$ cat src/hdl/aip_pkg.sv
// ----------------------------------------------------------------------------
// aip_pkg
// Shared types, character codes and helpers for the ASCII integer parser.
// ----------------------------------------------------------------------------
`default_nettype none

package aip_pkg;

    // Default widths of the result fields
    localparam int DEFAULT_VALUE_WIDTH = 32;
    localparam int DEFAULT_COUNT_WIDTH = 16;

    // Field widths fixed by the interface
    localparam int CHAR_W   = 8;
    localparam int BASE_W   = 5;
    localparam int CFG_IDX_W = 1;
    localparam int CFG_DATA_W = 5;

    // Configuration register indexes
    localparam logic [CFG_IDX_W-1:0] REG_RADIX       = 1'b0;
    localparam logic [CFG_IDX_W-1:0] REG_SIGNED_MODE = 1'b1;

    // Character codes
    localparam logic [CHAR_W-1:0] CH_ZERO    = 8'h30;  // '0'
    localparam logic [CHAR_W-1:0] CH_NINE    = 8'h39;  // '9'
    localparam logic [CHAR_W-1:0] CH_UPPER_A = 8'h41;  // 'A'
    localparam logic [CHAR_W-1:0] CH_UPPER_F = 8'h46;  // 'F'
    localparam logic [CHAR_W-1:0] CH_LOWER_A = 8'h61;  // 'a'
    localparam logic [CHAR_W-1:0] CH_LOWER_F = 8'h66;  // 'f'
    localparam logic [CHAR_W-1:0] CH_UPPER_X = 8'h58;  // 'X'
    localparam logic [CHAR_W-1:0] CH_LOWER_X = 8'h78;  // 'x'
    localparam logic [CHAR_W-1:0] CH_MINUS   = 8'h2D;  // '-'

    // Bases
    localparam logic [BASE_W-1:0] BASE_AUTO = 5'd0;
    localparam logic [BASE_W-1:0] BASE_OCT  = 5'd8;
    localparam logic [BASE_W-1:0] BASE_DEC  = 5'd10;
    localparam logic [BASE_W-1:0] BASE_HEX  = 5'd16;

    // Digit code for a character that is no hex digit (above every base)
    localparam logic [BASE_W-1:0] NOT_DIGIT = 5'd31;

    // Parse phase, one-hot
    typedef enum logic [5:0] {
        PH_IDLE      = 6'b000001,
        PH_NUMSTART  = 6'b000010,
        PH_ZERO_AUTO = 6'b000100,
        PH_X_AUTO    = 6'b001000,
        PH_ZERO_HEX  = 6'b010000,
        PH_DIGITS    = 6'b100000
    } t_phase;

    // Map a character to its hex digit value, NOT_DIGIT otherwise
    function automatic logic [BASE_W-1:0] digit_value(input logic [CHAR_W-1:0] c);
        logic [CHAR_W-1:0] off;
        off = '0;
        if (c >= CH_ZERO && c <= CH_NINE) begin
            off = c - CH_ZERO;
            return off[BASE_W-1:0];
        end
        if (c >= CH_UPPER_A && c <= CH_UPPER_F) begin
            off = c - CH_UPPER_A + 8'd10;
            return off[BASE_W-1:0];
        end
        if (c >= CH_LOWER_A && c <= CH_LOWER_F) begin
            off = c - CH_LOWER_A + 8'd10;
            return off[BASE_W-1:0];
        end
        return NOT_DIGIT;
    endfunction

    function automatic logic is_x(input logic [CHAR_W-1:0] c);
        return (c == CH_UPPER_X) || (c == CH_LOWER_X);
    endfunction

endpackage

`default_nettype wire

$ cat src/hdl/ascii_integer_parser.sv
// ----------------------------------------------------------------------------
// ascii_integer_parser
// Converts a character stream into an integer value and a consumed count.
// ----------------------------------------------------------------------------
//  channel  | handshake                    | payload
//  ---------+------------------------------+-----------------------------------
//  input    | i_in_valid / o_in_ready      | i_char_code, i_first_char
//  result   | o_out_valid / i_out_ready    | o_parsed_value, o_consumed_count
//  config   | i_cfg_we                     | i_cfg_index, i_cfg_data
//
//  One character word per cycle: the next state is formed by one multiply-add
//  (value times base plus digit) on the state registers; a result takes the
//  held value, negated for a sign, from the state registers.
//  A result shows in the cycle after the ending character is taken.
//  Input stalls only while the result register is full and not being taken.
//  Reset (synchronous, active low) clears the parse state, the result valid
//  and the configuration (radix detect, unsigned).
// ----------------------------------------------------------------------------
`default_nettype none

module ascii_integer_parser #(
    parameter int VALUE_WIDTH = aip_pkg::DEFAULT_VALUE_WIDTH,
    parameter int COUNT_WIDTH = aip_pkg::DEFAULT_COUNT_WIDTH
) (
    input  wire logic                            i_clk,
    input  wire logic                            i_rst_n,
    // character input
    input  wire logic                            i_in_valid,
    output logic                                 o_in_ready,
    input  wire logic [aip_pkg::CHAR_W-1:0]      i_char_code,
    input  wire logic                            i_first_char,
    // result output
    output logic                                 o_out_valid,
    input  wire logic                            i_out_ready,
    output logic [VALUE_WIDTH-1:0]               o_parsed_value,
    output logic [COUNT_WIDTH-1:0]               o_consumed_count,
    // configuration
    input  wire logic                            i_cfg_we,
    input  wire logic [aip_pkg::CFG_IDX_W-1:0]   i_cfg_index,
    input  wire logic [aip_pkg::CFG_DATA_W-1:0]  i_cfg_data
);

    import aip_pkg::*;

    // Configuration registers
    logic [BASE_W-1:0]      r_radix;
    logic                   r_signed_mode;

    // Parse state
    t_phase                 r_phase,  n_phase;
    logic [VALUE_WIDTH-1:0] r_acc,    n_acc;
    logic [BASE_W-1:0]      r_base,   n_base;
    logic [COUNT_WIDTH-1:0] r_count,  n_count;
    logic                   r_neg,    n_neg;

    // Result register
    logic                   r_out_valid;
    logic [VALUE_WIDTH-1:0] r_value,  n_value;
    logic [COUNT_WIDTH-1:0] r_cnt_out, n_cnt_out;

    // Working signals
    t_phase                 e_phase;
    logic [VALUE_WIDTH-1:0] e_acc;
    logic [BASE_W-1:0]      e_base;
    logic [COUNT_WIDTH-1:0] e_count;
    logic                   e_neg;
    logic [BASE_W-1:0]      start_base;
    logic [BASE_W-1:0]      digit;
    logic [BASE_W-1:0]      base_d;
    logic [COUNT_WIDTH-1:0] count_d;
    logic [COUNT_WIDTH-1:0] count_d_inc;
    logic [COUNT_WIDTH-1:0] e_count_inc;
    logic [VALUE_WIDTH-1:0] mac;
    logic                   go_digit;
    logic                   done;
    logic                   in_fire;

    // Saturating increment of a count
    function automatic logic [COUNT_WIDTH-1:0] sat_inc(input logic [COUNT_WIDTH-1:0] c);
        return (&c) ? c : c + COUNT_WIDTH'(1);
    endfunction

    assign in_fire    = i_in_valid && o_in_ready;
    assign o_in_ready = !r_out_valid || i_out_ready;

    assign start_base  = (r_radix > BASE_HEX) ? BASE_HEX : r_radix;
    assign digit       = digit_value(i_char_code);
    assign e_count_inc = sat_inc(e_count);
    assign count_d_inc = sat_inc(count_d);
    assign mac         = e_acc * VALUE_WIDTH'(base_d) + VALUE_WIDTH'(digit);

    // Start a fresh string on the first character
    always_comb begin
        if (i_first_char) begin
            e_phase = PH_NUMSTART;
            e_acc   = '0;
            e_base  = start_base;
            e_count = '0;
            e_neg   = 1'b0;
        end else begin
            e_phase = r_phase;
            e_acc   = r_acc;
            e_base  = r_base;
            e_count = r_count;
            e_neg   = r_neg;
        end
    end

    // Next parse state and result
    always_comb begin
        n_phase   = e_phase;
        n_acc     = e_acc;
        n_base    = e_base;
        n_count   = e_count;
        n_neg     = e_neg;
        base_d    = e_base;
        count_d   = e_count;
        go_digit  = 1'b0;
        done      = 1'b0;

        if (i_first_char && r_signed_mode && i_char_code == CH_MINUS) begin
            // take the sign
            n_neg   = 1'b1;
            n_count = e_count_inc;
        end else begin
            unique case (e_phase)
                PH_IDLE: begin
                    // ignore stray characters
                end
                PH_X_AUTO: begin
                    if (digit == NOT_DIGIT) begin
                        done = 1'b1;
                    end else begin
                        base_d   = BASE_HEX;
                        count_d  = e_count_inc;
                        go_digit = 1'b1;
                    end
                end
                PH_ZERO_HEX: begin
                    if (is_x(i_char_code)) begin
                        n_count = e_count_inc;
                        n_phase = PH_DIGITS;
                    end else begin
                        go_digit = 1'b1;
                    end
                end
                PH_ZERO_AUTO: begin
                    if (is_x(i_char_code)) begin
                        n_phase = PH_X_AUTO;
                    end else begin
                        base_d   = BASE_OCT;
                        go_digit = 1'b1;
                    end
                end
                PH_NUMSTART: begin
                    if (e_base == BASE_AUTO && i_char_code == CH_ZERO) begin
                        n_count = e_count_inc;
                        n_base  = BASE_OCT;
                        n_phase = PH_ZERO_AUTO;
                    end else if (e_base == BASE_AUTO) begin
                        base_d   = BASE_DEC;
                        go_digit = 1'b1;
                    end else if (e_base == BASE_HEX && i_char_code == CH_ZERO) begin
                        n_count = e_count_inc;
                        n_phase = PH_ZERO_HEX;
                    end else begin
                        go_digit = 1'b1;
                    end
                end
                PH_DIGITS: begin
                    go_digit = 1'b1;
                end
                default: begin
                    n_phase = PH_IDLE;
                end
            endcase

            // accumulate a digit or end the number
            if (go_digit) begin
                n_base = base_d;
                if (digit < base_d) begin
                    n_acc   = mac;
                    n_count = count_d_inc;
                    n_phase = PH_DIGITS;
                end else begin
                    done = 1'b1;
                end
            end
        end

        if (done) begin
            n_phase = PH_IDLE;
        end
        n_value   = e_neg ? (VALUE_WIDTH'(0) - e_acc) : e_acc;
        n_cnt_out = count_d;
    end

    // Configuration writes
    always_ff @(posedge i_clk) begin
        if (!i_rst_n) begin
            r_radix       <= BASE_AUTO;
            r_signed_mode <= 1'b0;
        end else if (i_cfg_we) begin
            unique case (i_cfg_index)
                REG_RADIX:       r_radix       <= i_cfg_data;
                REG_SIGNED_MODE: r_signed_mode <= i_cfg_data[0];
                default: begin
                end
            endcase
        end
    end

    // Advance the parse state on each accepted word
    always_ff @(posedge i_clk) begin
        if (!i_rst_n) begin
            r_phase <= PH_IDLE;
            r_acc   <= '0;
            r_base  <= BASE_AUTO;
            r_count <= '0;
            r_neg   <= 1'b0;
        end else if (in_fire) begin
            r_phase <= n_phase;
            r_acc   <= n_acc;
            r_base  <= n_base;
            r_count <= n_count;
            r_neg   <= n_neg;
        end
    end

    // Hold the result until taken
    always_ff @(posedge i_clk) begin
        if (!i_rst_n) begin
            r_out_valid <= 1'b0;
        end else if (in_fire && done) begin
            r_out_valid <= 1'b1;
        end else if (i_out_ready) begin
            r_out_valid <= 1'b0;
        end
    end

    always_ff @(posedge i_clk) begin
        if (in_fire && done) begin
            r_value   <= n_value;
            r_cnt_out <= n_cnt_out;
        end
    end

    assign o_out_valid      = r_out_valid;
    assign o_parsed_value   = r_value;
    assign o_consumed_count = r_cnt_out;

endmodule

`default_nettype wire

$ cat config.mk
export PLATFORM = sky130hd
export DESIGN_NAME = ascii_integer_parser
export DESIGN_NICKNAME = d
export VERILOG_FILES = /design/src/hdl/aip_pkg.sv /design/src/hdl/ascii_integer_parser.sv
export SDC_FILE = /design/constraint.sdc
export NUM_CORES = 1
export LEC_CHECK = 0
export BUFFER_PORTS_ARGS = -buffer_cell sky130_fd_sc_hd__buf_2
export CAP_MARGIN = 20
export CORE_MARGIN = 2
export CORE_UTILIZATION = 50
export CTS_CLUSTER_SIZE = 30
export DETAILED_ROUTE_END_ITERATION = 10
export PLACE_DENSITY_LB_ADDON = 0.12
export SETUP_SLACK_MARGIN = 0.4
export SYNTH_ARGS = -nofsm -noshare
export SYNTH_HDL_FRONTEND = slang
export SYNTH_SLANG_ARGS = --single-unit
export TNS_END_PERCENT = 20
$ cat constraint.sdc
create_clock -name i_clk -period 7.55 [get_ports i_clk]
set_clock_uncertainty 0.15 [all_clocks]
set_input_delay 0 -clock i_clk [delete_from_list [all_inputs] [get_ports i_clk]]
set_output_delay 0 -clock i_clk [all_outputs]
set_load 0.03 [all_outputs]
==> insert_results.sql, run 1 <==
INSERT INTO impl_metrics (metric_group, metric, value, unit) VALUES
('power_and_ir_drop', 'power_leakage', '0.00576', 'uW'),
('die', 'top_level_ports', '70', ''),
('placed_design', 'dpl.hpwl', '24700', 'um'),
('drt', 'detail-route-antenna-nets', '0', ''),
('sta', 'clock.fmax', '146', 'MHz'),
('die', 'num_rows', '56', ''),
('drt', 'vias_per_cell', '5.79', ''),
('sta', 'worst-slew-pin-transition', '0.949', 'ns'),
('finish', 'finalNetCount', '1701', ''),
('placed_design', 'place.detailed.instances', '1803', ''),
('placed_design', 'routabilityCongestion', '0.956', ''),
('finish', 'layout-drive-gt1-share', '0.110', ''),
('logic_synthesis', 'yosys_most_used_dff', 'sky130_fd_sc_hd__dfxtp_1', ''),
('clock_tree', 'cts_htree_levels', '4', ''),
('clock_tree', 'cts.reportedPaths.clkPinSlew', '0.06', 'ns'),
('power_and_ir_drop', 'worst_ir_drop_vdd', '0.000144', 'V'),
('sta', 'layout_setup_ws', '0.695', 'ns'),
('worst_hold_path', 'hold_path_class', 'input pin to flop', ''),
('drt', 'drt_first_pass_iters', '5', ''),
('status', 'status', 'finished, final reports clean', ''),
('sta', 'layout_worst_path_cycle_share', '0.908', ''),
('clock_tree', 'number_of_buffers_created_by_cts', '17', ''),
('clock_tree', 'cts.repair_timing.setup_buffer_count', '0', ''),
('finish', 'area_growth', '13.0', '%'),
('sta', 'unrepaired_setup_endpoints_after_global_routing', 'false', ''),
('logic_synthesis', 'ys_seq_area_frac', '0.235', ''),
('power_and_ir_drop', 'pwr_density_cell', '137', 'nW/um^2'),
('clock_tree', 'cts-root-to-sink-buffers', '2', ''),
('logic_synthesis', 'synth_area', '11800', 'um^2'),
('logic_synthesis', 'synth-seq-cells', '115', ''),
('clock_tree', 'number_of_clock_sinks', '115', ''),
('logic_synthesis', 'synth_cell_types', '83', ''),
('finish', 'area.sequential', '2780', 'um^2'),
('worst_setup_path', 'cp_data_arrival_time', '6.99', 'ns'),
('sta', 'count_of_final_setup_violators', '0', ''),
('die', 'die_height', '158', 'um'),
('die', 'fp.dieArea', '24900', 'um^2'),
('clock_tree', 'clock_insertion_delay_worst_skew', '0.43', 'ns'),
('sta', 'final_max_slew_viol_count', '0', ''),
('finish', 'layoutNonFillerInstCount', '1856', ''),
('logic_synthesis', 'synthesis.area_per_instance', '8.08', 'um^2'),
('sta', 'timing.setup.tns', '0', 'ns'),
('worst_setup_path', 'endpoint_kind', 'flop', ''),
('finish', 'antennaDiodeCount', '0', ''),
('sta', 'finalHoldViolCount', '0', ''),
('logic_synthesis', 'post_synth_inst_count', '1465', ''),
('global_routing', 'grt_start_max_net_pins', '57', ''),
('logic_synthesis', 'synth_edf_count', '48', ''),
('drt', 'detailroute.via_count', '10700', ''),
('finish', 'combined_area_of_the_multi_input_logic_cells', '8180', 'um^2'),
('drt', 'drtIter0Drc', '780', ''),
('clock_tree', 'cts_root_buffer', 'sky130_fd_sc_hd__clkbuf_16', ''),
('die', 'core', '23300', 'um^2'),
('finish', 'final_design_area_no_fill', '13400', 'um^2'),
('placed_design', 'preCtsSetupSlack', '0.338', 'ns'),
('global_routing', 'antenna_violations_before_repair', '0', ''),
('sta', 'final_period_minus_worst_setup_slack', '6.85', 'ns'),
('clock_tree', 'clock_tree_from_tritoncts', 'done', ''),
('logic_synthesis', 'postSynth.asyncResetShare', '0', ''),
('logic_synthesis', 'ys.warnings.count', '0', ''),
('power_and_ir_drop', 'totalPowerFinal', '1840', 'uW'),
('placed_design', 'number_of_input_and_output_port_buffers_inserted', '69', ''),
('worst_setup_path', 'worst-setup-path-type', 'flop to flop', ''),
('die', 'dieWidth', '158', 'um'),
('global_routing', 'grt.total_usage', '0.277', ''),
('global_routing', 'first_global_vias', '10300', ''),
('placed_design', 'detailed_place.area', '12500', 'um^2'),
('drt', 'drt-wirelength-per-cell', '18.0', 'um'),
('global_routing', 'first_pass_grt_wire_length', '54200', 'um'),
('worst_setup_path', 'worst-path-max-fanout', '17', ''),
('finish', 'fill_cells', '2127', ''),
('global_routing', 'grt-ovfl-total', '0', ''),
('worst_setup_path', 'startpoint_type', 'flop', ''),
('logic_synthesis', 'mappedNetlistNets', '1642', ''),
('worst_setup_path', 'critPathRequiredTime', '7.69', 'ns'),
('die', 'initial_utilization', '0.507', ''),
('drt', 'drc_errors', '0', ''),
('drt', 'post_detailed_routing_wire_length', '33500', 'um'),
('flow_run', 'cap_violations', '0', ''),
('sta', 'slew-limit-headroom', '0.365', '');
==> worst max-delay path: stages (launching register included) <==
cell and delay [ns]:
sky130_fd_sc_hd__dfxtp_1 0.37, sky130_fd_sc_hd__or4b_2 0.72, sky130_fd_sc_hd__nor4_2 0.26, sky130_fd_sc_hd__and2_2 0.33
sky130_fd_sc_hd__or3_1 0.14, sky130_fd_sc_hd__buf_4 0.25, sky130_fd_sc_hd__or2_2 0.18, sky130_fd_sc_hd__fa_1 0.46
sky130_fd_sc_hd__fa_1 0.53, sky130_fd_sc_hd__fa_1 0.54, sky130_fd_sc_hd__inv_1 0.04, sky130_fd_sc_hd__ha_1 0.34
sky130_fd_sc_hd__a21o_1 0.19, sky130_fd_sc_hd__a21o_1 0.21, sky130_fd_sc_hd__a2111oi_2 0.44, sky130_fd_sc_hd__nor3_1 0.14
sky130_fd_sc_hd__o31a_1 0.34, sky130_fd_sc_hd__o31ai_1 0.41, sky130_fd_sc_hd__nand2b_1 0.18, sky130_fd_sc_hd__a311oi_1 0.31
sky130_fd_sc_hd__o31a_1 0.15, sky130_fd_sc_hd__nor3_1 0.04
==> per-stage QoR <==
step | utilization | hold WS [ns]
2_1_floorplan | - | -0.00271
3_3_place_gp | 0.534 | 0.0932
3_5_place_dp | 0.534 | 0.0966
4_1_cts | 0.570 | 0.105
5_1_grt | 0.573 | 0.165
6_report | 0.573 | 0.110
==> worst paths after layout <==
check | startpoint | endpoint | slack [ns] | cells after the start
worst max-delay path | r_phase[3] | r_acc[26] | 0.70 | 21
worst min-delay path | i_char_code[3] | r_phase[4] | 0.11 | 5
worst max register to register | r_phase[3] | r_acc[26] | 0.70 | 21
worst min register to register | r_base[0] | r_base[0] | 0.36 | 2
==> flip-flops by register name (all words and copies together), names as in the netlist <==
| register | count |
|---|---|
| r_signed_mode | 1 |
| o_parsed_value | 32 |
| r_neg | 1 |
| o_consumed_count | 16 |
| r_base | 5 |
| r_acc | 32 |
| r_count | 16 |
| r_radix | 5 |
| r_phase | 6 |
| o_out_valid | 1 |
==> logic make-up (layout without fill, tap and decap cells) <==
| family | count (synthesis) | count (layout) | synth area share |
|---|---|---|---|
| AND/OR/NAND/NOR | 585 | 585 | 0.238 |
| AO/OA/AOI/OAI | 278 | 278 | 0.156 |
| buffers and inverters | 236 | 308 | 0.0774 |
| adder cells (fa/ha/maj) | 157 | 157 | 0.221 |
| flip-flops | 115 | 115 | 0.235 |
| XOR/XNOR | 73 | 73 | 0.0540 |
| multiplexers | 21 | 21 | 0.0184 |
==> Yosys cell counts, types with 7 or more instances <==
master,n,area share
sky130_fd_sc_hd__nor2_1,264,0.084
sky130_fd_sc_hd__inv_1,165,0.052
sky130_fd_sc_hd__nand2_1,104,0.033
sky130_fd_sc_hd__fa_1,87,0.15
sky130_fd_sc_hd__ha_1,70,0.074
sky130_fd_sc_hd__dfxtp_1,67,0.11
sky130_fd_sc_hd__o21ai_0,63,0.027
sky130_fd_sc_hd__a21oi_1,59,0.025
sky130_fd_sc_hd__clkbuf_1,53,0.017
sky130_fd_sc_hd__edfxtp_1,48,0.12
sky130_fd_sc_hd__xor2_1,39,0.029
sky130_fd_sc_hd__nor3_1,35,0.015
sky130_fd_sc_hd__xnor2_1,34,0.025
sky130_fd_sc_hd__nor2b_1,26,0.014
sky130_fd_sc_hd__a22oi_1,23,0.015
sky130_fd_sc_hd__nand3_1,23,0.0097
sky130_fd_sc_hd__nand2b_1,21,0.011
sky130_fd_sc_hd__a21o_1,20,0.013
sky130_fd_sc_hd__mux2i_1,15,0.013
sky130_fd_sc_hd__nor4_1,15,0.0079
sky130_fd_sc_hd__o31ai_1,13,0.0082
sky130_fd_sc_hd__or3_1,13,0.0069
sky130_fd_sc_hd__a31oi_1,11,0.0058
sky130_fd_sc_hd__nand4_1,11,0.0058
sky130_fd_sc_hd__nor3b_1,11,0.0070
sky130_fd_sc_hd__o21a_1,11,0.0070
sky130_fd_sc_hd__or2_2,11,0.0058
sky130_fd_sc_hd__buf_1,8,0.0025
sky130_fd_sc_hd__a211oi_1,7,0.0044
sky130_fd_sc_hd__o21bai_1,7,0.0044
sky130_fd_sc_hd__or4_1,7,0.0044
==> layout make-up <==
| class | instances | share of cell area |
|---|---|---|
| Tap cell | 319 | 0.0298 |
| Multi-Input combinational cell | 1114 | 0.612 |
| Timing Repair Buffer | 110 | 0.0551 |
| Clock buffer | 20 | 0.0334 |
| Inverter | 166 | 0.0466 |
| Clock inverter | 12 | 0.0152 |
| Sequential cell | 115 | 0.208 |
==> power by group <==
group	switching [uW]	internal (uW)
clock	337	597
combinational	161	66.4
sequential	10.7	666
total	508	1330
==> placed cells by master, fill, tap and decap left out, types with 15 or more instances in the layout <==
cell type,count
sky130_fd_sc_hd__a22oi_1,23
sky130_fd_sc_hd__buf_2,69
sky130_fd_sc_hd__buf_4,19
sky130_fd_sc_hd__nor3_1,34
sky130_fd_sc_hd__inv_1,164
sky130_fd_sc_hd__nand3_1,23
sky130_fd_sc_hd__a21oi_1,58
sky130_fd_sc_hd__mux2i_1,15
sky130_fd_sc_hd__o21ai_0,62
sky130_fd_sc_hd__a21o_1,20
sky130_fd_sc_hd__xor2_1,39
sky130_fd_sc_hd__nand2_1,104
sky130_fd_sc_hd__edfxtp_1,48
sky130_fd_sc_hd__fa_1,87
sky130_fd_sc_hd__nand2b_1,21
sky130_fd_sc_hd__xnor2_1,34
sky130_fd_sc_hd__dlygate4sd3_1,19
sky130_fd_sc_hd__dfxtp_1,67
sky130_fd_sc_hd__ha_1,70
sky130_fd_sc_hd__nor2_1,262
sky130_fd_sc_hd__nor2b_1,26
sky130_fd_sc_hd__clkbuf_16,17
==> routing by layer <==
layer | routed length (um) | vias to the layer above | global-route usage
met1 | 15100 | 5197 | 0.378
met2 | 15700 | 387 | 0.464
met3 | 2100 | 52 | 0.0309
met5 | 0 | - | 0
li1 | - | 5110 | -
met4 | 628 | 0 | 0.0814
==> timing repair <==
item                                    in CTS  in global routing
hold buffers                                19                  0
endpoints found under the setup margin       5                 10
pin swaps                                    0                  0
hold endpoints to repair                    29                  0
cloned                                       0                  0
resized for setup                            2                  5
Note: power is estimated with default switching activity, not from simulation.
==> run 2, diff against run 1 <==
Settings changed: CORE_MARGIN 2 to unset.
==> run 2 against run 1 <==
Core utilization rose by 0.55 points. Critical endpoint unchanged. Via count shrank 2.3%. Worst setup slack improved by 0.092 ns. Non-clock buffer count fell by 1. Clock power shrank 14%. Critical path depth increased by 2. First-iteration DRC count is 1.7% higher. Global-route usage shrank 0.054 points. Die area fell by 2.5%. Fmax rose by 1.4%.
==> insert_results.sql, run 2 (synthesized netlist as in run 1, its figures left out) <==
INSERT INTO impl_metrics (metric_group, metric, value, unit) VALUES
('worst_hold_path', 'hold_path_class', 'input pin to flop', ''),
('placed_design', 'dpl.hpwl', '24300', 'um'),
('finish', 'antennaDiodeCount', '0', ''),
('clock_tree', 'clock_insertion_delay_worst_skew', '0.42', 'ns'),
('sta', 'slew-limit-headroom', '0.286', ''),
('power_and_ir_drop', 'worst_ir_drop_vdd', '0.000108', 'V'),
('placed_design', 'detailed_place.area', '12400', 'um^2'),
('global_routing', 'first_global_vias', '10100', ''),
('worst_setup_path', 'endpoint_kind', 'flop', ''),
('worst_setup_path', 'worst-path-max-fanout', '13', ''),
('finish', 'final_cell_mix', 'sky130_fd_sc_hd__nor2_1 (262), sky130_fd_sc_hd__inv_1 (164), sky130_fd_sc_hd__nand2_1 (104)', ''),
('sta', 'unrepaired_setup_endpoints_after_global_routing', 'true', ''),
('die', 'dieWidth', '156', 'um'),
('die', 'fp.dieArea', '24300', 'um^2'),
('worst_setup_path', 'timing.critical_path.slowest_stage_cell', 'sky130_fd_sc_hd__or4b_2', ''),
('sta', 'layout_worst_path_cycle_share', '0.896', ''),
('drt', 'drt_first_pass_iters', '5', ''),
('finish', 'final_common_cell', 'sky130_fd_sc_hd__nor2_1', ''),
('clock_tree', 'cts.reportedPaths.clkPinSlew', '0.06', 'ns'),
('finish', 'layout-drive-gt1-share', '0.109', ''),
('drt', 'drt-wirelength-per-cell', '17.4', 'um'),
('finish', 'finalNetCount', '1700', ''),
('finish', 'area_growth', '12.0', '%'),
('die', 'core', '22900', 'um^2'),
('clock_tree', 'number_of_buffers_created_by_cts', '17', ''),
('global_routing', 'antenna_violations_before_repair', '0', ''),
('worst_setup_path', 'cp_data_arrival_time', '6.88', 'ns'),
('clock_tree', 'cts-root-to-sink-buffers', '2', ''),
('clock_tree', 'cts_root_buffer', 'sky130_fd_sc_hd__clkbuf_16', ''),
('sta', 'clock.fmax', '148', 'MHz'),
('die', 'initial_utilization', '0.517', ''),
('die', 'top_level_ports', '70', ''),
('placed_design', 'routabilityCongestion', '0.952', ''),
('finish', 'fill_cells', '2132', ''),
('sta', 'worst-slew-pin-transition', '1.07', 'ns'),
('worst_setup_path', 'critical_path.top_delay_family', 'simple AND/OR/NAND/NOR gates', ''),
('worst_setup_path', 'critPathRequiredTime', '7.66', 'ns'),
('global_routing', 'grt.total_usage', '0.276', ''),
('clock_tree', 'clock_tree_from_tritoncts', 'done', ''),
('flow_run', 'cap_violations', '0', ''),
('drt', 'detailroute.via_count', '10500', ''),
('sta', 'count_of_final_setup_violators', '0', ''),
('status', 'status', 'finished, final reports clean', ''),
('die', 'die_height', '156', 'um'),
('drt', 'detail-route-antenna-nets', '0', ''),
('sta', 'final_max_slew_viol_count', '0', ''),
('global_routing', 'grt-ovfl-total', '0', ''),
('sta', 'finalHoldViolCount', '0', ''),
('clock_tree', 'number_of_clock_sinks', '115', ''),
('sta', 'timing.setup.tns', '0', 'ns'),
('worst_setup_path', 'worst-setup-path-type', 'flop to flop', ''),
('worst_setup_path', 'critical_path.max_stage_delay', '0.74', 'ns'),
('sta', 'final_period_minus_worst_setup_slack', '6.76', 'ns'),
('drt', 'drtIter0Drc', '793', ''),
('global_routing', 'grt_start_max_net_pins', '72', ''),
('worst_setup_path', 'critPathBufInv', '3', ''),
('finish', 'final_design_area_no_fill', '13300', 'um^2'),
('die', 'num_rows', '55', ''),
('power_and_ir_drop', 'pwr_density_cell', '128', 'nW/um^2'),
('drt', 'post_detailed_routing_wire_length', '32100', 'um'),
('worst_setup_path', 'startpoint_type', 'flop', ''),
('drt', 'vias_per_cell', '5.68', ''),
('global_routing', 'first_pass_grt_wire_length', '52700', 'um'),
('placed_design', 'number_of_input_and_output_port_buffers_inserted', '69', ''),
('drt', 'drc_errors', '0', ''),
('clock_tree', 'cts_htree_levels', '4', ''),
('power_and_ir_drop', 'power_leakage', '0.00571', 'uW'),
('worst_setup_path', 'cp_cell_sequence', 'or4b_2 > nor4_2 > and2_2 > nor3_1 > nor2_2 > buf_4 > nor2_1 > fa_1 > ha_1 > inv_1 > fa_1 > inv_1 > fa_1 > a21o_1 > a21o_1 > a2111oi_2 > nor3_1 > o31a_1 > o31ai_1 > nand2b_1 > a311oi_1 > o31a_1 > nor3_1', '');
==> run 2: changes by cell type in the layout (fill, tap and decap cells not counted), sizes merged <==
cell | before | now
buf | 91 | 89
bufinv | 5 | 2
dlygate4sd3 | 19 | 20
inv | 168 | 167
clkinv | 4 | 6
clkinvlp | 1 | 3
==> run 2: timing repair <==
action	CTS	global route
setup endpoints to repair	1	9
hold endpoints to repair	24	0
setup buffers	0	0
hold buffers	20	0
gates resized for setup	2	6
==> run 2: per-stage QoR <==
stage / utilization / hold slack (ns) / instances / power [uW] / worst slack, ns
2_1_floorplan: - / -0.00271 / 1465 / 829 / 0.921
3_3_place_gp: 0.543 / 0.0920 / 1797 / 897 / 0.496
3_5_place_dp: 0.543 / 0.0912 / 1797 / 899 / 0.379
4_1_cts: 0.578 / 0.0959 / 1849 / 1710 / 0.406
5_1_grt: 0.579 / 0.146 / 1849 / 1750 / 0.306
6_report: 0.579 / 0.103 / 1849 / 1700 / 0.787
==> run 2: final timing paths <==
check	start	endpoint	slack [ns]	cells past startpoint
worst min register to register	r_count[12]	r_count[12]	0.37	2
worst min-delay path	i_char_code[3]	r_phase[4]	0.10	5
worst max register to register	r_phase[3]	r_acc[26]	0.79	23
worst max-delay path	r_phase[3]	r_acc[26]	0.79	23
==> run 2: tightest hold or removal path: stages <==
cell and delay [ns]:
sky130_fd_sc_hd__buf_2 0.15, sky130_fd_sc_hd__and4_1 0.19, sky130_fd_sc_hd__o21ai_0 0.15, sky130_fd_sc_hd__a22oi_1 0.07
sky130_fd_sc_hd__nor2_1 0.07
==> run 2: metal layers <==
metal	up-vias	share of wire	GRT usage
li1	5104	-	-
met1	5044	0.46	0.389
met2	318	0.46	0.445
met3	30	0.062	0.0381
met4	0	0.013	0.0710
met5	-	0	0
==> run 2: layout make-up <==
| type | instances | area [um^2] | area share |
|---|---|---|---|
| clock buffers | 20 | 447 | 0.0337 |
| clock inverters | 12 | 133 | 0.0100 |
| inverters | 166 | 623 | 0.0470 |
| multi-input cells | 1114 | 8180 | 0.617 |
| flip-flops and latches | 115 | 2780 | 0.210 |
| well taps | 313 | 392 | 0.0295 |
| repair buffers | 109 | 699 | 0.0528 |
==> run 2: report_power, final <==
| group | internal, uW | switching (uW) |
|---|---|---|
| Sequential | 666 | 10.2 |
| Combinational | 64.3 | 156 |
| Clock | 495 | 311 |
